**src/hdl/adv_structure_parser_unit_defines.svh**
```systemverilog
`ifndef ADV_STRUCTURE_PARSER_UNIT_DEFINES_SVH
`define ADV_STRUCTURE_PARSER_UNIT_DEFINES_SVH

// Assertion helpers; each expects clk_i and rst_ni in scope.

// Condition that must hold at every clock edge out of reset.
`define ASP_ASSERT_ALWAYS(lbl, cond, msg) \
  lbl: assert property (@(posedge clk_i) disable iff (!rst_ni) (cond)) \
    else $error(msg);

// Consequent that must hold in the same cycle as the antecedent.
`define ASP_ASSERT_IMPLIES(lbl, ante, cons, msg) \
  lbl: assert property (@(posedge clk_i) disable iff (!rst_ni) (ante) |-> (cons)) \
    else $error(msg);

// Consequent that must hold in the cycle after the antecedent.
`define ASP_ASSERT_NEXT(lbl, ante, cons, msg) \
  lbl: assert property (@(posedge clk_i) disable iff (!rst_ni) (ante) |=> (cons)) \
    else $error(msg);

`endif

```
**src/hdl/asp_pkg.sv**
```systemverilog
`default_nettype none

package asp_pkg;

  localparam int unsigned MaxUuidsDefault = 8;
  localparam int unsigned CountWidth      = 4;
  localparam int unsigned UuidWidth       = 16;

  // Structure type codes handled by the parser.
  localparam logic [7:0] TypeUuid16Partial  = 8'h02;
  localparam logic [7:0] TypeUuid16Complete = 8'h03;
  localparam logic [7:0] TypeServiceData16  = 8'h16;
  localparam logic [7:0] TypeAppearance     = 8'h19;
  localparam logic [7:0] TypeManufacturer   = 8'hFF;

  // Result queue depth; must be a power of two and at least two.
  localparam int unsigned FifoDepth = 4;
  localparam int unsigned FifoPtrW  = $clog2(FifoDepth);

  typedef enum logic {
    KindUuid    = 1'b0,
    KindSummary = 1'b1
  } result_kind_e;

  typedef struct packed {
    result_kind_e           kind;
    logic [UuidWidth-1:0]   service_uuid;
    logic [15:0]            appearance_value;
    logic [15:0]            company_id;
    logic [CountWidth-1:0]  uuid_count;
    logic                   parse_stopped;
    logic                   end_of_report;
  } result_t;

  // Up to two results per byte: a UUID first, then the summary.
  typedef struct packed {
    logic    uuid_vld;
    logic    sum_vld;
    result_t uuid_res;
    result_t sum_res;
  } push_t;

endpackage

`default_nettype wire

```
**src/hdl/adv_structure_parser_unit.sv**
```systemverilog
// Channel | Direction | Signals                                   | Transfer when
// --------+-----------+-------------------------------------------+---------------------------
// input   | in        | adv_byte_i, report_length_i               | in_valid_i & in_ready_o
// result  | out       | result_kind_o .. end_of_report_o          | out_valid_o & out_ready_i
//
// A byte is parsed in the cycle of its transfer; its results are registered
// into a four-entry result queue and presented at the output from there.
// One byte per cycle is sustained while the output side keeps up; a byte
// that yields both a UUID and the summary leaves its second result in the
// queue, which absorbs it, so the input does not stall in that case.
// The input is ready whenever the queue has room for two results, so input
// transfers continue while a finished result waits at the output.
// Reset is asynchronous and active low; it clears the parser state and the
// queue, and no clearing pass is needed afterwards.

`default_nettype none

module adv_structure_parser_unit #(
  parameter int unsigned MaxUuids = asp_pkg::MaxUuidsDefault
) (
  input  wire logic        clk_i,
  input  wire logic        rst_ni,

  input  wire logic        in_valid_i,
  output logic             in_ready_o,
  input  wire logic [7:0]  adv_byte_i,
  input  wire logic [7:0]  report_length_i,

  output logic             out_valid_o,
  input  wire logic        out_ready_i,
  output logic             result_kind_o,
  output logic [15:0]      service_uuid_o,
  output logic [15:0]      appearance_value_o,
  output logic [15:0]      company_id_o,
  output logic [3:0]       uuid_count_o,
  output logic             parse_stopped_o,
  output logic             end_of_report_o
);

  logic             accept;
  asp_pkg::push_t   push;
  asp_pkg::result_t head;

  // A byte transfer happens only when the queue can take both possible
  // results of that byte, so nothing is ever dropped.
  assign accept = in_valid_i && in_ready_o;

  // The parser holds the structure walk state and decides, for each
  // transferred byte, whether a UUID and/or the summary is produced.
  asp_parser #(
    .MaxUuids (MaxUuids)
  ) u_parser (
    .clk_i           (clk_i),
    .rst_ni          (rst_ni),
    .accept_i        (accept),
    .adv_byte_i      (adv_byte_i),
    .report_length_i (report_length_i),
    .push_o          (push)
  );

  // The result queue keeps results in order and decouples the two sides.
  asp_result_fifo u_fifo (
    .clk_i       (clk_i),
    .rst_ni      (rst_ni),
    .push_i      (push),
    .space_o     (in_ready_o),
    .out_valid_o (out_valid_o),
    .out_ready_i (out_ready_i),
    .head_o      (head)
  );

  assign result_kind_o      = head.kind;
  assign service_uuid_o     = head.service_uuid;
  assign appearance_value_o = head.appearance_value;
  assign company_id_o       = head.company_id;
  assign uuid_count_o       = head.uuid_count;
  assign parse_stopped_o    = head.parse_stopped;
  assign end_of_report_o    = head.end_of_report;

endmodule

`default_nettype wire

```
**src/hdl/asp_parser.sv**
```systemverilog
`default_nettype none

module asp_parser #(
  parameter int unsigned MaxUuids = asp_pkg::MaxUuidsDefault
) (
  input  wire logic         clk_i,
  input  wire logic         rst_ni,
  input  wire logic         accept_i,
  input  wire logic [7:0]   adv_byte_i,
  input  wire logic [7:0]   report_length_i,
  output asp_pkg::push_t    push_o
);

  localparam logic [asp_pkg::CountWidth-1:0] UuidCap =
    (MaxUuids > 15) ? 4'd15 : MaxUuids[asp_pkg::CountWidth-1:0];

  logic [7:0]  pos_q, pos_d;
  logic [7:0]  rem_q, rem_d;
  logic [7:0]  type_q, type_d;
  logic [7:0]  didx_q, didx_d;
  logic [7:0]  hold_q, hold_d;
  logic [15:0] app_q, app_d;
  logic [15:0] comp_q, comp_d;
  logic [asp_pkg::CountWidth-1:0] cnt_q, cnt_d;
  logic        stop_q, stop_d;

  logic [7:0]  len_eff;
  logic        last_byte;
  logic        uuid_hit;

  assign len_eff   = (report_length_i == 8'd0) ? 8'd1 : report_length_i;
  assign last_byte = ({1'b0, pos_q} + 9'd1) >= {1'b0, len_eff};

  always_comb begin
    pos_d    = pos_q;
    rem_d    = rem_q;
    type_d   = type_q;
    didx_d   = didx_q;
    hold_d   = hold_q;
    app_d    = app_q;
    comp_d   = comp_q;
    cnt_d    = cnt_q;
    stop_d   = stop_q;
    uuid_hit = 1'b0;
    push_o   = '0;

    if (accept_i) begin
      if (!stop_q) begin
        if (rem_q == 8'd0) begin
          if ((adv_byte_i == 8'd0) ||
              (({1'b0, pos_q} + {1'b0, adv_byte_i}) >= {1'b0, len_eff})) begin
            stop_d = 1'b1;
          end else begin
            rem_d  = adv_byte_i;
            didx_d = 8'd0;
          end
        end else begin
          if (didx_q == 8'd0) begin
            type_d = adv_byte_i;
          end else if (type_q inside {asp_pkg::TypeAppearance,
                                      asp_pkg::TypeManufacturer}) begin
            if (didx_q == 8'd1) begin
              hold_d = adv_byte_i;
            end else if (didx_q == 8'd2) begin
              if (type_q == asp_pkg::TypeAppearance) begin
                app_d = {adv_byte_i, hold_q};
              end else begin
                comp_d = {adv_byte_i, hold_q};
              end
            end
          end else if (type_q inside {asp_pkg::TypeUuid16Partial,
                                      asp_pkg::TypeUuid16Complete}) begin
            // Odd body index holds the low byte of a pair.
            if (didx_q[0]) begin
              hold_d = adv_byte_i;
            end else if (cnt_q < UuidCap) begin
              uuid_hit = 1'b1;
            end
          end else if (type_q == asp_pkg::TypeServiceData16) begin
            if (didx_q == 8'd1) begin
              hold_d = adv_byte_i;
            end else if ((didx_q == 8'd2) && (cnt_q < UuidCap)) begin
              uuid_hit = 1'b1;
            end
          end
          if (didx_q != 8'hFF) begin
            didx_d = didx_q + 8'd1;
          end
          rem_d = rem_q - 8'd1;
        end
      end

      if (uuid_hit) begin
        cnt_d = cnt_q + 4'd1;
        push_o.uuid_vld                  = 1'b1;
        push_o.uuid_res.kind             = asp_pkg::KindUuid;
        push_o.uuid_res.service_uuid     = {adv_byte_i, hold_q};
        push_o.uuid_res.appearance_value = app_q;
        push_o.uuid_res.company_id       = comp_q;
        push_o.uuid_res.uuid_count       = cnt_q + 4'd1;
        push_o.uuid_res.parse_stopped    = stop_q;
        push_o.uuid_res.end_of_report    = 1'b0;
      end

      if (last_byte) begin
        push_o.sum_vld                  = 1'b1;
        push_o.sum_res.kind             = asp_pkg::KindSummary;
        push_o.sum_res.service_uuid     = '0;
        push_o.sum_res.appearance_value = app_d;
        push_o.sum_res.company_id       = comp_d;
        push_o.sum_res.uuid_count       = cnt_d;
        push_o.sum_res.parse_stopped    = stop_d;
        push_o.sum_res.end_of_report    = 1'b1;
        pos_d  = '0;
        rem_d  = '0;
        type_d = '0;
        didx_d = '0;
        hold_d = '0;
        app_d  = '0;
        comp_d = '0;
        cnt_d  = '0;
        stop_d = 1'b0;
      end else begin
        pos_d = pos_q + 8'd1;
      end
    end
  end

  always_ff @(posedge clk_i or negedge rst_ni) begin
    if (!rst_ni) begin
      pos_q  <= '0;
      rem_q  <= '0;
      type_q <= '0;
      didx_q <= '0;
      hold_q <= '0;
      app_q  <= '0;
      comp_q <= '0;
      cnt_q  <= '0;
      stop_q <= 1'b0;
    end else begin
      pos_q  <= pos_d;
      rem_q  <= rem_d;
      type_q <= type_d;
      didx_q <= didx_d;
      hold_q <= hold_d;
      app_q  <= app_d;
      comp_q <= comp_d;
      cnt_q  <= cnt_d;
      stop_q <= stop_d;
    end
  end

endmodule

`default_nettype wire

```
**src/hdl/asp_result_fifo.sv**
```systemverilog
`default_nettype none

module asp_result_fifo (
  input  wire logic          clk_i,
  input  wire logic          rst_ni,
  input  wire asp_pkg::push_t push_i,
  output logic               space_o,
  output logic               out_valid_o,
  input  wire logic          out_ready_i,
  output asp_pkg::result_t   head_o
);

  `include "adv_structure_parser_unit_defines.svh"

  localparam int unsigned PtrW = asp_pkg::FifoPtrW;
  localparam int unsigned CntW = asp_pkg::FifoPtrW + 1;
  localparam logic [CntW-1:0] Depth = CntW'(asp_pkg::FifoDepth);

  asp_pkg::result_t mem_q [asp_pkg::FifoDepth];

  logic [PtrW-1:0] wr_ptr_q, wr_ptr_d;
  logic [PtrW-1:0] rd_ptr_q, rd_ptr_d;
  logic [CntW-1:0] count_q, count_d;
  logic [1:0]      push_n;
  logic            pop;
  asp_pkg::result_t entry0;

  assign push_n = {1'b0, push_i.uuid_vld} + {1'b0, push_i.sum_vld};
  assign entry0 = push_i.uuid_vld ? push_i.uuid_res : push_i.sum_res;

  assign out_valid_o = (count_q != '0);
  assign head_o      = mem_q[rd_ptr_q];
  assign pop         = out_valid_o && out_ready_i;
  // Room for the worst case of two results from one byte.
  assign space_o     = (count_q <= (Depth - CntW'(2)));

  always_comb begin
    wr_ptr_d = wr_ptr_q + PtrW'(push_n);
    rd_ptr_d = pop ? (rd_ptr_q + PtrW'(1)) : rd_ptr_q;
    count_d  = count_q + CntW'(push_n) - CntW'(pop);
  end

  always_ff @(posedge clk_i or negedge rst_ni) begin
    if (!rst_ni) begin
      wr_ptr_q <= '0;
      rd_ptr_q <= '0;
      count_q  <= '0;
    end else begin
      wr_ptr_q <= wr_ptr_d;
      rd_ptr_q <= rd_ptr_d;
      count_q  <= count_d;
    end
  end

  always_ff @(posedge clk_i) begin
    if (push_n != 2'd0) begin
      mem_q[wr_ptr_q] <= entry0;
    end
    if (push_n == 2'd2) begin
      mem_q[wr_ptr_q + PtrW'(1)] <= push_i.sum_res;
    end
  end

  `ASP_ASSERT_ALWAYS(a_count_bound, count_q <= Depth, "result queue occupancy out of range")
  `ASP_ASSERT_IMPLIES(a_no_overflow, push_n != 2'd0, (count_q + CntW'(push_n)) <= (Depth + CntW'(pop)), "result queue overflow")
  `ASP_ASSERT_NEXT(a_stall_hold, out_valid_o && !out_ready_i && (push_n == 2'd0), $stable(count_q) && $stable(rd_ptr_q), "stalled queue changed occupancy")

endmodule

`default_nettype wire
```
**config.mk**
```make
export PLATFORM = sky130hd
export DESIGN_NAME = adv_structure_parser_unit
export DESIGN_NICKNAME = d
export VERILOG_FILES = /design/src/hdl/asp_pkg.sv /design/src/hdl/adv_structure_parser_unit.sv /design/src/hdl/asp_parser.sv /design/src/hdl/asp_result_fifo.sv
export VERILOG_INCLUDE_DIRS = /design/src /design/src/hdl
export SDC_FILE = /design/constraint.sdc
export NUM_CORES = 1
export LEC_CHECK = 0
export BUFFER_PORTS_ARGS = -buffer_cell sky130_fd_sc_hd__buf_2
export CAP_MARGIN = 40
export CORE_MARGIN = 2
export CORE_UTILIZATION = 23
export CTS_CLUSTER_DIAMETER = 100
export DETAILED_ROUTE_END_ITERATION = 6
export GPL_TIMING_DRIVEN = 0
export HOLD_SLACK_MARGIN = 0.15
export PLACE_DENSITY = 0.49
export SLEW_MARGIN = 0
export SYNTH_ARGS = -nofsm -noshare
export SYNTH_HDL_FRONTEND = slang
export SYNTH_SLANG_ARGS = --single-unit
```
**constraint.sdc**
```tcl
create_clock -name clk_i -period 4.7 [get_ports clk_i]
set_input_delay 0.235 -clock clk_i [delete_from_list [all_inputs] [get_ports clk_i]]
set_output_delay 0.235 -clock clk_i [all_outputs]
set_load 0.01 [all_outputs]
```
== Yosys cells after proc, flatten, opt, wreduce, memory -nomap -nowiden ==
Memories as Yosys holds them, arrays and structs flattened.
Cells that the tools add are included.

* Add/sub/neg operators: 12
* Order comparisons: 4
* Equality and inequality tests: 14
* Muxes and demuxes: 67
* Reduce and logical (&&, ||, !) cells: 19

{| class="wikitable"
|+ Operators by type and width
! kind !! number
|-
| 16-bit 2-to-1 mux || 16
|-
| 8-bit 2-to-1 mux || 24
|-
| 112-bit 2-to-1 mux || 1
|-
| 55-bit 2-to-1 mux || 2
|-
| 54-bit 2-to-1 mux || 1
|-
| 8-bit zero test || 4
|-
| 8-bit by 2-bit equality test with 1-bit output, second input constant || 3
|-
| 1-bit 2-to-1 mux || 21
|-
| 9-bit by 8-bit >= comparator with 1-bit output || 2
|-
| 8-bit by 1-bit adder with 8-bit output, second input constant || 2
|-
| 8-bit by 5-bit equality test with 1-bit output, second input constant || 2
|-
| 8-bit by 1-bit adder with 9-bit output, second input constant || 1
|-
| 8-bit by 8-bit adder with 9-bit output || 1
|-
| 8-bit by 1-bit equality test with 1-bit output, second input constant || 1
|-
| 8-bit equality test, second input constant || 1
|-
| 4-bit 2-to-1 mux || 2
|-
| 8-bit inequality test, second input constant || 1
|-
| 4-bit AND reduction || 2
|-
| 2-bit nonzero test || 4
|-
| 8-bit by 1-bit subtractor with 8-bit output, second input constant || 1
|-
| 6-bit AND reduction || 1
|-
| 3-bit nonzero test || 2
|-
| 2-bit by 1-bit adder with 2-bit output, second input constant || 2
|-
| 4-bit by 1-bit adder with 4-bit output, second input constant || 1
|-
| 15 further kinds || 18
|}

* Register bits: 84
* Bits in writable memories: 220
* Bits of input ports: 20
* Output and inout port bits: 57
* Word-level logic and storage cells: 129
* Memories: 1

{| class="wikitable"
|+ Memories
! memory !! depth !! bits a word !! rd ports !! clocked after memory_dff !! wr ports !! line !! RTL
|-
| u_fifo.mem_q || 4 || 55 || 1 || 0 || 2 || asp_result_fifo.sv:19 || <nowiki>asp_pkg::result_t mem_q [asp_pkg::FifoDepth];</nowiki>
|}

== Longest topological paths before layout ==
Gate-level depths: netlist (run 1).

* Depth after elaboration: 18
* Gate-level depth with buffers: 19
* Gate-level depth less buffers: 17

== Hierarchy ==
Synthesis (run 1) repeated with hierarchy kept, for this count alone.

* Cells, all modules: 1468
* Area total of the unflattened synthesis: 17460.5 µm²

{| class="wikitable"
|+ By module, submodules not included
! module !! instances !! cells an instance !! area each (µm²) !! sequential area each (µm²)
|-
| asp_result_fifo || 1 || 848 || 11891.4 || 6781.5
|-
| asp_parser || 1 || 619 || 5562.8 || 1926.8
|-
| adv_structure_parser_unit || 1 || 1 || 6.3 || 0.0
|}

== Worst setup path after synthesis (run 1) ==
OpenSTA, ideal clock, no wires.

* Kind: flip-flop to flip-flop
* Start: register u_parser.pos_q[0]
* End: memory u_fifo.mem_q[3][4] (netlist name), data pin
* Setup time: 142 ps
* Arrival time: 4391 ps
* Data required time: 4558 ps
* Setup slack: 167 ps
* Stages on the path, launching flop included: 19
* Buffers on the path: 3
* Period minus slack after synthesis: 4533 ps
* Cells stage by stage: dfrtp_1 > ha_1 > and3_1 > nand3_1 > xnor2_1 > ha_1 > nand4_1 > nor2_1 > a211o_1 > clkbuf_1 > nand2_1 > clkbuf_1 > ha_1 > nand3b_1 > and2_1 > clkbuf_1 > inv_1 > a21oi_1 > nor2_1

{| class="wikitable"
|+ RTL lines
! item !! line !! RTL
|-
| from (decl) || asp_parser.sv:17 || <nowiki>logic [7:0] pos_q, pos_d;</nowiki>
|-
| from (signal assigned) || asp_parser.sv:141 || <nowiki>pos_q <= pos_d;</nowiki>
|-
| to (decl) || asp_result_fifo.sv:19 ||
|}

==> summary.md, run 1 <==
| Metric | Value |
|---|---|
| Peak supply drop | 0.201 mV |
| CP most frequent cell | buf_4 |
| Vias in the first global route | 12800 |
| PortBufs | 76 |
| Layout cell share with drive strength beyond 1 | 0.210 |
| Worst R2R Setup Slack | 0.15 ns |
| Fin Setup TNS | 0 ns |
| Crit-path cells | ha_2 > and3_1 > nand3_1 > xnor2_1 > ha_1 > nand4_1 > nor2_2 > a211o_4 > nand2_1 > clkbuf_4 > ha_4 > nor3b_4 > o31ai_4 > buf_4 > a211oi_4 > buf_4 > o21ai_0 > a21oi_1 |
| Starting density of the core | 0.233 |
| Synthesized area | 15400 sq um |
| CTS tree | done |
| Reg2reg end | u_fifo.mem_q[2][30] |
| Antenna diodes | 0 |
| Total congestion overflow | 0 |
| Avg WL per Cell | 22.7 um |
| Sequential share of the synthesized area | 0.516 |
| Min cycle time layout | 4.55 ns |
| Async S/R FF share, synth | 0.280 |
| Number of warnings issued by yosys | 0 |
| Startpoint class of the critical path | flop |
| CTS Root Cell | clkbuf_16 |
| RePlAce Congestion | 0.878 |
| Final WL | 55.5 mm |
| Dpl cells | 2362 |
| Clk buf depth | 3 |
| Top cell type's share of synthesized area | 0.296 |
| Largest net degree at the start of global routing | 59 |
| Final-stage net count | 1616 |
| Pre-CTS setup slack | -1.32 ns |
| CP max FO | 10 |
| Post-synthesis cell type count | 76 |
| Die Wd | 263 um |
| Final period util | 0.968 |
| DP HPWL | 39.6 mm |
| Crit-path slowest cell | dfrtp_2 |
| Syn_area_per_cell | 11.0 sq um |
| Fmax achieved | 0.220 GHz |
| Clock sinks | 300 |
| Via count | 12700 |
| H-tree levels | 2 |
| Synth area leaders | edfxtp_1 30%, dfrtp_1 14%, dfxtp_1 8.3% |
| Status | completed |
| Via-to-Cell Ratio | 5.19 |
| Tightest Pin Transition | 0.897 ns |
| Cells on worst reg2reg path | 18 |
| First-pass GRT wire length | 83.8 mm |
| Final Skew | 0.0293 ns |
| Clock-pin slew on the worst setup and hold paths | 0.06 ns |
| Drt drc | 0 |
| Cells after Synth | 1400 |
| Pleak | 0.00647 uW |
| Aggregate global-route resource usage | 0.158 |
| Die area | 69000 sq um |
| Ports | 77 |
| Rel. slew slack | 0.398 |
| PwrDens | 428 nW/um^2 |
| EDFF count, synth | 152 |
| Area grow syn2layout | 21.4% |
| Crit path arrival time | 4.90 ns |
| Post-route setup slack | 0.152 ns |
| Max-cap violations | 0 |
| Most common cell after layout, fill and taps aside | edfxtp_1 |
| Critical R2R Launch | u_parser.pos_q[0] |
| CTS buffer count | 35 |
| Routed Antenna Nets | 0 |
| Commonest register cell after synthesis | edfxtp_1 |
| First drt pass iteration count | 5 |
| Syn Nets | 1461 |
| Initial antenna violation count | 1 |
| Finished Layout Cells | 2444 |
| Final Core Density | 0.283 |
| Max-slew violations | 0 |
| Hold Crit Class | in2async |
| Chip height | 263 um |
| Critical path's largest stage delay | 0.45 ns |
| Core Region | 66000 sq um |
| Commonest non-fill, non-tap cells in the layout | 152 x edfxtp_1, 148 x a21oi_1, 135 x o21ai_0 |
| Critical Path RT | 5.05 ns |
| Hold Vio Cnt, Final | 0 |
| Final Setup Violations | 0 |
| # fillers | 6824 |
| Crit Path Class | reg2reg |
| Worst-Skew Late Latency | 0.56 ns |
| Area leader, netlist | edfxtp_1 |
| Num rows | 94 |
| 1st-iter DRT viols | 1429 |
| CP endpoint kind | flop |
| Yosys reg bits | 300 |
| Worst hold margin | 0.165 ns |
logic make-up after synthesis:
kind of cell | Yosys count | synth area share
and+or+nand+nor | 320 | 0.101
AOI/OAI and AO/OA | 512 | 0.218
buffers and inverters | 155 | 0.0415
DFF | 300 | 0.516
xor gates and xnor gates | 17 | 0.00967
adders and majority gates | 41 | 0.0343
muxes | 55 | 0.0796
synthesized netlist by cell type (6+ instances only):
cell        n
edfxtp_1  152
buf_1      13
a211oi_1   13
a21oi_1   150
inv_1      36
nor3_1      9
o22ai_1     8
a21o_1      8
nand2_1   132
ha_1       39
o21ai_1    12
o211ai_1    7
a22o_1    114
and3_1     10
o31ai_1     9
dfrtp_1    84
dfxtp_1    64
or3_1       7
a32o_1      6
xnor2_1    13
o21ai_0   135
and2_1      8
clkbuf_1   83
mux4_2     54
buf_2      12
nand3_1    49
nor2_1     60
power breakdown:
group | total, uW | internal, uW | leakage, uW | switching [uW]
registers | 2960 | 2840 | 0.00292 | 124
clock network | 2650 | 1500 | 0.000551 | 1160
logic | 2380 | 932 | 0.00300 | 1450
per-layer routing:
| layer | global-route usage | part of all wire | up-vias |
|---|---|---|---|
| li1 | - | - | 5661 |
| met1 | 0.222 | 0.45 | 6348 |
| met2 | 0.252 | 0.46 | 577 |
| met3 | 0.0242 | 0.069 | 102 |
| met4 | 0.0416 | 0.023 | 0 |
| met5 | 0 | 0 | - |
how the worst max path moves through the flow:
| stage | start | to | slack, ns | cells past startpoint |
|---|---|---|---|---|
| finish | u_parser.pos_q[0] | u_fifo.mem_q[2][30] | 0.15 | 18 |
| global route | u_parser.pos_q[0] | u_fifo.mem_q[2][26] | -0.03 | 18 |
| CTS | u_parser.pos_q[1] | u_fifo.mem_q[2][4] | -0.001 | 17 |
| detailed placement | u_parser.pos_q[0] | u_fifo.mem_q[0][30] | -1.32 | 18 |
| global placement | u_parser.pos_q[0] | u_fifo.mem_q[3][4] | -1.92 | 18 |
| floorplan | u_parser.pos_q[0] | u_fifo.mem_q[3][4] | 0.17 | 18 |
metrics by stage:
step | area [sq um] | total power (uW)
3_5_place_dp | 17200 | 5360
3_3_place_gp | 16900 | 5250
4_1_cts | 18500 | 8030
2_1_floorplan | 15400 | 4390
5_1_grt | 18700 | 8360
6_report | 18700 | 8000
registers in the layout, indices dropped and copies added, names as in the netlist:
name,count
u_parser.hold_q,8
u_parser.type_q,8
u_parser.comp_q,16
u_parser.stop_q,1
u_fifo.rd_ptr_q,2
u_parser.rem_q,8
u_fifo.mem_q,216
u_fifo.count_q,3
u_fifo.wr_ptr_q,2
u_parser.cnt_q,4
u_parser.app_q,16
u_parser.didx_q,8
u_parser.pos_q,8
area by class of cell:
cell class                 count  area, sq um  share of cell area
clock inverter                21          149             0.00796
tap                          864         1080              0.0578
buffer                       113          532              0.0284
clock buffer                  41          938              0.0502
inverter                      37          146             0.00783
timing repair buffer         123          882              0.0472
multi-input combinational    945         7020               0.376
sequential                   300         7950               0.425
critical path, delay by kind of cell (launching register included):
kind,cells,cell delay [ns]
and+or+nand+nor,6,1.14
AOI/OAI and AO/OA,5,1.08
adders and majority gates,3,0.78
buffers and inverters,3,0.70
DFF,1,0.45
xor gates and xnor gates,1,0.19
timing repair:
action,4_1_cts,5_1_grt
hold endpoints to repair,86,0
pin swaps,9,6
buffers inserted,10,11
hold buffers,2,0
gates cloned,0,1
resized for setup,52,43
setup endpoints to repair,339,254
No activity file was read; power rests on OpenSTA's default activity.
==> run 2, diff against run 1 <==
--- a/config.mk
+++ b/config.mk
@@ -6,15 +6,16 @@
 export SDC_FILE = /design/constraint.sdc
 export NUM_CORES = 1
 export LEC_CHECK = 0
-export BUFFER_PORTS_ARGS = -buffer_cell sky130_fd_sc_hd__buf_2
+export BUFFER_PORTS_ARGS = -buffer_cell sky130_fd_sc_hd__clkbuf_2
 export CAP_MARGIN = 40
 export CORE_MARGIN = 2
-export CORE_UTILIZATION = 23
+export CORE_UTILIZATION = 45
 export CTS_CLUSTER_DIAMETER = 100
 export DETAILED_ROUTE_END_ITERATION = 6
 export GPL_TIMING_DRIVEN = 0
 export HOLD_SLACK_MARGIN = 0.15
-export PLACE_DENSITY = 0.49
+export MAX_ROUTING_LAYER = met4
+export PLACE_DENSITY = 0.75
 export SLEW_MARGIN = 0
 export SYNTH_ARGS = -nofsm -noshare
 export SYNTH_HDL_FRONTEND = slang
==> run 2 against run 1 <==
Utilization is 25 points higher. Clock skew is 0.0074 ns lower. Sequential share of layout area up 1.7 points. Final area fell by 3.9%. Critical path type unchanged.
==> summary.md, run 2 (synthesis gave the netlist of run 1 again) <==
| Metric | Value |
|---|---|
| Total congestion overflow | 0 (unchanged) |
| Commonest non-fill, non-tap cells in the layout | 152 x edfxtp_1, 150 x a21oi_1, 135 x o21ai_0 |
| Largest net degree at the start of global routing | 44 (-25%) |
| CP endpoint kind | flop |
| Via-to-Cell Ratio | 6.55 (+26%) |
| CTS tree | done |
| Multi-input logic area | 7010 sq um (-0.21%) |
| Crit Path Class | reg2reg |
| Drt drc | 0 (unchanged) |
| Antenna diodes | 0 (unchanged) |
| Min cycle time layout | 4.55 ns (+0.00735 ns) |
| CP max FO | 11 (+1) |
| Clk buf depth | 3 (unchanged) |
| Final instance area | 18000 sq um (-3.9%) |
| Critical path's largest stage delay | 0.68 ns (+0.23 ns) |
| First drt pass iteration count | 7 (+2) |
| Final Skew | 0.0218 ns (-0.00744 ns) |
| Max-cap violations | 0 (unchanged) |
| Clock Power Share | 0.325 (-0.007) |
| PwrDens | 429 nW/um^2 (+0.29%) |
| Pint | 5170 uW (-1.7%) |
| CTS buffer count | 31 (-11%) |
| Via count | 13200 (+3.8%) |
| Clock-pin slew on the worst setup and hold paths | 0.06 ns (about the same) |
| Area grow syn2layout | 16.7% |
| First-pass GRT wire length | 74.1 mm (-12%) |
| Num rows | 67 (-29%) |
| Critical Path RT | 5.10 ns (+0.05 ns) |
| Placement Cell Area | 16600 sq um (-3.4%) |
| Avg WL per Cell | 24.3 um (+7.2%) |
| Status | completed |
| Combinational Power Share | 0.292 (-0.006) |
| Flop pwr share | 0.383 (+0.013) |
| Vias in the first global route | 12700 (-0.47%) |
| CP most frequent cell | inv_1 |
| Most common cell after layout, fill and taps aside | edfxtp_1 |
| Hold Crit Class | in2reg |
| Layout cell share with drive strength beyond 1 | 0.197 (-0.0133) |
| Crit path arrival time | 4.96 ns (+0.06 ns) |
| Aggregate global-route resource usage | 0.278 (+0.120) |
| Tightest Pin Transition | 0.948 ns (+0.0505 ns) |
| Crit-path slowest cell | or4_4 |
| Switching part of the total | 0.328 (-0.0134) |
| Initial antenna violation count | 0 (-1) |
| 1st-iter DRT viols | 1988 (+39%) |
| Crit-path cells | inv_1 > ha_1 > nor4bb_1 > a41oi_2 > or4_4 > inv_4 > nand2_8 > inv_1 > ha_2 > inv_1 > or3_4 > a211oi_2 > buf_4 > nand2_1 > a21oi_1 |
| H-tree levels | 1 (-1) |
| Ports | 77 (unchanged) |
| Biggest register | u_fifo.mem_q |
| RSZ-0062 raised after global routing | no |
| Peak supply drop | 0.388 mV (+93%) |
| Worst-Skew Late Latency | 0.58 ns (+0.02 ns) |
| Pleak | 0.00637 uW (-1.7%) |
| Fmax achieved | 0.220 GHz (-0.16%) |
| Rel. slew slack | 0.364 (-0.0339) |
| Die area | 35700 sq um (-48%) |
| Core Region | 33600 sq um (-49%) |
| CTS Root Cell | clkbuf_16 |
| Final Setup Violations | 0 (unchanged) |
| Final-stage net count | 1601 (-0.93%) |
| Startpoint class of the critical path | flop |
| PortBufs | 76 (unchanged) |
| Die Wd | 189 um (-28%) |
| DP HPWL | 34.3 mm (-13%) |
| Switching Power | 2530 uW (-7.4%) |
| Routed Antenna Nets | 0 (unchanged) |
| Chip height | 189 um (-28%) |
| RePlAce Congestion | 0.981 (+12%) |
| Total power | 7700 uW (-3.7%) |
| Top flop regs | u_fifo.mem_q: 216 flops, u_parser.app_q: 16 flops, u_parser.comp_q: 16 flops |
| Starting density of the core | 0.458 (+0.225) |
| Final period util | 0.969 (+0.00156) |
| Reg area | 7950 sq um (about the same) |
| Hold Vio Cnt, Final | 0 (unchanged) |
| Max reg flops | 216 (unchanged) |
| Max-slew violations | 0 (unchanged) |
| Clock sinks | 300 (unchanged) |
| # fillers | 2867 (-58%) |
| Final WL | 49.0 mm (-12%) |
-- run 2: final cells by class --
cell class,instances,share of cell area
clock buffer,46,0.0527
buffer,114,0.0288
inverter,37,0.00815
timing repair buffer,111,0.0414
clock inverter,12,0.00508
sequential,300,0.442
tap,448,0.0312
multi-input combinational,945,0.390
-- run 2: power by group through the flow --
stage / clock network [uW] / registers (uW) / logic (uW)
global placement: 0 / 2990 / 2100
floorplan: 0 / 2970 / 1420
finish: 2500 / 2950 / 2250
global route: 2610 / 2970 / 2420
detailed placement: 0 / 3000 / 2210
CTS: 2510 / 2950 / 2230
-- run 2: through the flow --
stage	std cells	TNS, ns	utilization	worst slack [ns]	hold slack (ns)
detailed placement	1941	-179.05	0.493	-1.16	0.340
global placement	1924	-302.01	0.486	-1.43	0.451
finish	2013	0	0.534	0.145	0.202
CTS	2008	0	0.531	0.000913	0.187
global route	2013	0	0.534	0.00696	0.180
floorplan	1400	0	-	0.167	-0.0606
-- run 2: path summary, 6_finish.rpt --
check / cells after the start / slack, ns / end / from
min: 3 / 0.20 / u_fifo.rd_ptr_q[0] / out_ready_i
max in group asynchronous: 3 / 3.73 / u_parser.pos_q[0] / rst_ni
max reg2reg: 15 / 0.15 / u_fifo.mem_q[1][31] / u_parser.didx_q[1]
max: 15 / 0.15 / u_fifo.mem_q[1][31] / u_parser.didx_q[1]
min in group asynchronous: 2 / 0.27 / u_parser.hold_q[6] / rst_ni
min reg2reg: 1 / 0.47 / u_fifo.mem_q[1][52] / u_fifo.mem_q[1][52]
-- run 2: layer usage --
layer | part of all wire | vias to the layer above | track usage
met1 | 0.37 | 6342 | 0.356
li1 | - | 5633 | -
met5 | 0 | - | -
met4 | 0.045 | 0 | 0.108
met3 | 0.12 | 206 | 0.0654
met2 | 0.46 | 995 | 0.428
-- run 2: worst max-delay path: cells and delay by family (launching register included) --
family,cells,cell delay [ns]
AO/OA/AOI/OAI,3,0.95
flip-flops,1,0.42
AND/OR/NAND/NOR,5,1.83
buffers and inverters,5,0.71
adder cells (fa/ha/maj),2,0.47
-- run 2: repair_timing --
item | CTS | global route
pin swaps | 10 | 4
hold endpoints to repair | 43 | 0
hold buffers | 2 | 0
buffers inserted | 11 | 3
endpoints found under the setup margin | 335 | 262
gates resized for setup | 46 | 25
==> run 3, diff against run 2 <==
--- a/config.mk
+++ b/config.mk
@@ -6,6 +6,7 @@
 export SDC_FILE = /design/constraint.sdc
 export NUM_CORES = 1
 export LEC_CHECK = 0
+export ABC_AREA = 1
 export BUFFER_PORTS_ARGS = -buffer_cell sky130_fd_sc_hd__clkbuf_2
 export CAP_MARGIN = 40
 export CORE_MARGIN = 2
@@ -13,7 +14,6 @@
 export CTS_CLUSTER_DIAMETER = 100
 export DETAILED_ROUTE_END_ITERATION = 6
 export GPL_TIMING_DRIVEN = 0
-export HOLD_SLACK_MARGIN = 0.15
 export MAX_ROUTING_LAYER = met4
 export PLACE_DENSITY = 0.75
 export SLEW_MARGIN = 0
==> run 3 against run 2 <==
The flow now finishes with violations (design-rule violations). Critical endpoint is now u_fifo.mem_q[3][28]. Largest cell class unchanged. Sequential power grew 8.1%. Non-clock buffer count shrank 6. Clock power hardly changed. Maximum frequency grew 1.9%. Register-to-register slack better by 0.09 ns. First-iteration DRC count grew 18%. Combinational power increased by 68%. Synthesized cell count grew 45%. Synthesized area rose by 6.3%. Cell count rose by 31%.
==> summary.md, run 3 <==
| Metric | Value |
|---|---|
| Hold Crit Class | in2reg |
| Area grow syn2layout | 14.0% |
| Crit path arrival time | 4.90 ns (-0.06 ns) |
| Worst-Skew Late Latency | 0.59 ns (about the same) |
| Async S/R FF share, synth | 0.280 (unchanged) |
| Synth area leaders | edfxtp_1 28%, nand2_1 13%, dfrtp_1 13% |
| Cells after Synth | 2030 (+45%) |
| Post-route setup slack | 0.231 ns (+0.0857 ns) |
| CTS buffer count | 31 (unchanged) |
| Ports | 77 (unchanged) |
| Hold Vio Cnt, Final | 0 (unchanged) |
| Final period util | 0.951 (-0.0182) |
| Biggest register | u_fifo.mem_q |
| Top cell type's share of synthesized area | 0.279 (-0.0176) |
| Finished Layout Cells | 2637 (+31%) |
| Final-stage net count | 2212 (+38%) |
| Synth cell count leaders | 566 x nand2_1, 302 x nand3_1, 152 x edfxtp_1 |
| Number of warnings issued by yosys | 0 (unchanged) |
| Min cycle time layout | 4.47 ns (-0.0857 ns) |
| Peak supply drop | 0.331 mV (-15%) |
| Fmax achieved | 0.224 GHz (+1.9%) |
| Area leader, netlist | edfxtp_1 |
| CTS tree | done |
| H-tree levels | 1 (unchanged) |
| Routed Antenna Nets | 0 (unchanged) |
| Pleak | 0.00838 uW (+32%) |
| Layout cell share with drive strength beyond 1 | 0.121 (-0.0755) |
| Clock-pin slew on the worst setup and hold paths | 0.06 ns (about the same) |
| Avg WL per Cell | 19.7 um (-19%) |
| Critical Path RT | 5.13 ns (+0.03 ns) |
| RSZ-0062 raised after global routing | no |
| Most common cell after layout, fill and taps aside | nand2_1 |
| Crit Path Class | reg2reg |
| EDFF count, synth | 152 (unchanged) |
| RePlAce Congestion | 0.940 (-4.1%) |
| Clk buf depth | 3 (unchanged) |
| Final Skew | 0.0214 ns (-0.000428 ns) |
| DP HPWL | 35.5 mm (+3.4%) |
| Clock sinks | 300 (unchanged) |
| Synthesized area | 16400 sq um (+6.3%) |
| Tightest Pin Transition | 0.886 ns (-0.0621 ns) |
| Syn_area_per_cell | 8.07 sq um (-27%) |
| Most frequent cell after synthesis | nand2_1 |
| CP endpoint kind | flop |
| Post-synthesis cell type count | 45 (-41%) |
| Commonest non-fill, non-tap cells in the layout | 562 x nand2_1, 302 x nand3_1, 152 x edfxtp_1 |
| Total congestion overflow | 0 (unchanged) |
| Starting density of the core | 0.458 (about the same) |
| Yosys reg bits | 300 (unchanged) |
| Initial antenna violation count | 0 (unchanged) |
| Core Region | 35700 sq um (+6.3%) |
| First drt pass iteration count | 7 (unchanged) |
| PwrDens | 507 nW/um^2 (+18%) |
| Vias in the first global route | 14700 (+15%) |
| Worst hold margin | 0.128 ns (-0.0746 ns) |
| First-pass GRT wire length | 81.5 mm (+10%) |
| Antenna diodes | 0 (unchanged) |
| Startpoint class of the critical path | flop |
| Rel. slew slack | 0.410 (+0.0456) |
| Commonest register cell after synthesis | edfxtp_1 |
| Top flop regs | u_fifo.mem_q: 216 flops, u_parser.app_q: 16 flops, u_parser.comp_q: 16 flops |
| Chip height | 195 um (+3.0%) |
| Pre-CTS setup slack | -1.21 ns (-0.0505 ns) |
| Final WL | 52.0 mm (+6.0%) |
| 1st-iter DRT viols | 2346 (+18%) |
| Max-cap violations | 0 (unchanged) |
| Via-to-Cell Ratio | 5.94 (-9.3%) |
| Via count | 15700 (+19%) |
| Sequential share of the synthesized area | 0.485 (-0.0306) |
| Die area | 37900 sq um (+6.2%) |
| Syn Nets | 2091 (+43%) |
| Total power | 9460 uW (+23%) |
| Status | finished with violations |
| Num rows | 69 (+3.0%) |
| Largest net degree at the start of global routing | 58 (+32%) |
| Max reg flops | 216 (unchanged) |
| Dpl cells | 2576 (+33%) |
| Violated checks | design-rule violations |
| Final Core Density | 0.522 (-0.0124) |
| Aggregate global-route resource usage | 0.279 (+0.00150) |
| PortBufs | 76 (unchanged) |
| Max-slew violations | 0 (unchanged) |
| CTS Root Cell | clkbuf_16 |
| Final Setup Violations | 0 (unchanged) |
| Die Wd | 195 um (+3.0%) |
| CP max FO | 18 (+7) |
| Drt drc | 2 (+2) |
==> run 3: cell types whose count changed after synthesis, moves of 13 or more <==
cell | previous run | this run
mux4_2 | 54 | 0
nand3_1 | 49 | 302
nand2_1 | 132 | 566
a22o_1 | 114 | 32
nor2_1 | 60 | 150
a21oi_1 | 150 | 17
o22ai_1 | 8 | 68
xor2_1 | 4 | 17
buf_2 | 12 | 38
nand2_2 | 0 | 24
inv_1 | 36 | 81
o21ai_1 | 12 | 70
==> run 3: stage by stage <==
| stage | TNS [ns] | cell area [sq um] |
|---|---|---|
| 2_1_floorplan | 0 | 16400 |
| 3_3_place_gp | -315.92 | 17300 |
| 3_5_place_dp | -117.62 | 17500 |
| 4_1_cts | 0 | 18600 |
| 5_1_grt | 0 | 18700 |
| 6_report | 0 | 18700 |
==> run 3: worst paths after layout <==
path	start	end	slack, ns	cells past startpoint
max	u_parser.pos_q[0]	u_fifo.mem_q[3][28]	0.23	24
min	out_ready_i	u_fifo.rd_ptr_q[1]	0.13	4
max reg2reg	u_parser.pos_q[0]	u_fifo.mem_q[3][28]	0.23	24
min reg2reg	u_fifo.mem_q[0][49]	u_fifo.mem_q[0][49]	0.48	2
max in group asynchronous	rst_ni	u_fifo.count_q[0]	3.88	3
min in group asynchronous	rst_ni	u_parser.pos_q[3]	0.16	2
==> run 3: routing by layer <==
metal  global-route usage  wire, um
met1                0.359     19900
met2                0.429     24000
met3               0.0587      5990
met4                0.118      2150
met5                    -         0
==> run 3: area by class of cell <==
cell class                      count  area (sq um)
Clock inverter                     12           121
Sequential cell                   300          7950
Multi-Input combinational cell   1502          7540
Tap cell                          461           577
Buffer                            125           558
Fill cell                        3265         17100
Clock buffer                       46           903
Inverter                           97           370
Timing Repair Buffer               94           641
==> run 3: report_power, final <==
| part | switching (uW) | internal [uW] | total [uW] |
|---|---|---|---|
| clock | 1060 | 1440 | 2500 |
| sequential | 264 | 2930 | 3190 |
| combinational | 2560 | 1210 | 3770 |
==> run 3: worst max-delay path, cell delays in order, from the launching register on <==
cell and delay, ns:
dfrtp_1 0.44, ha_1 0.25, nand3_1 0.14, inv_1 0.08, nand3_1 0.08, xor2_1 0.21, inv_1 0.07, ha_1 0.29
nand2_1 0.05, inv_1 0.06, nand2_1 0.05, nor2_1 0.08, nor2_1 0.04, nand2_1 0.06, nand2_1 0.12, a21oi_4 0.25
clkbuf_4 0.30, buf_4 0.25, ha_1 0.19, inv_2 0.09, nor3_4 0.25, buf_4 0.36, clkbuf_2 0.33, nand3_1 0.12
nand2_1 0.14
==> run 3: repair_timing <==
item / 4_1_cts / 5_1_grt
resized for setup: 9 / 26
hold buffers: 1 / 0
setup buffers: 7 / 1
setup endpoints to repair: 293 / 272
endpoints found under the hold margin: 27 / 0
pin swaps: 8 / 1
==> run 3: kinds of logic after synthesis <==
family | Yosys count | share of synthesized area
simple gates | 1091 | 0.291
compound gates | 345 | 0.122
buf+inv | 228 | 0.0566
flops | 300 | 0.485
fa+ha+maj | 41 | 0.0323
xor+xnor | 25 | 0.0134
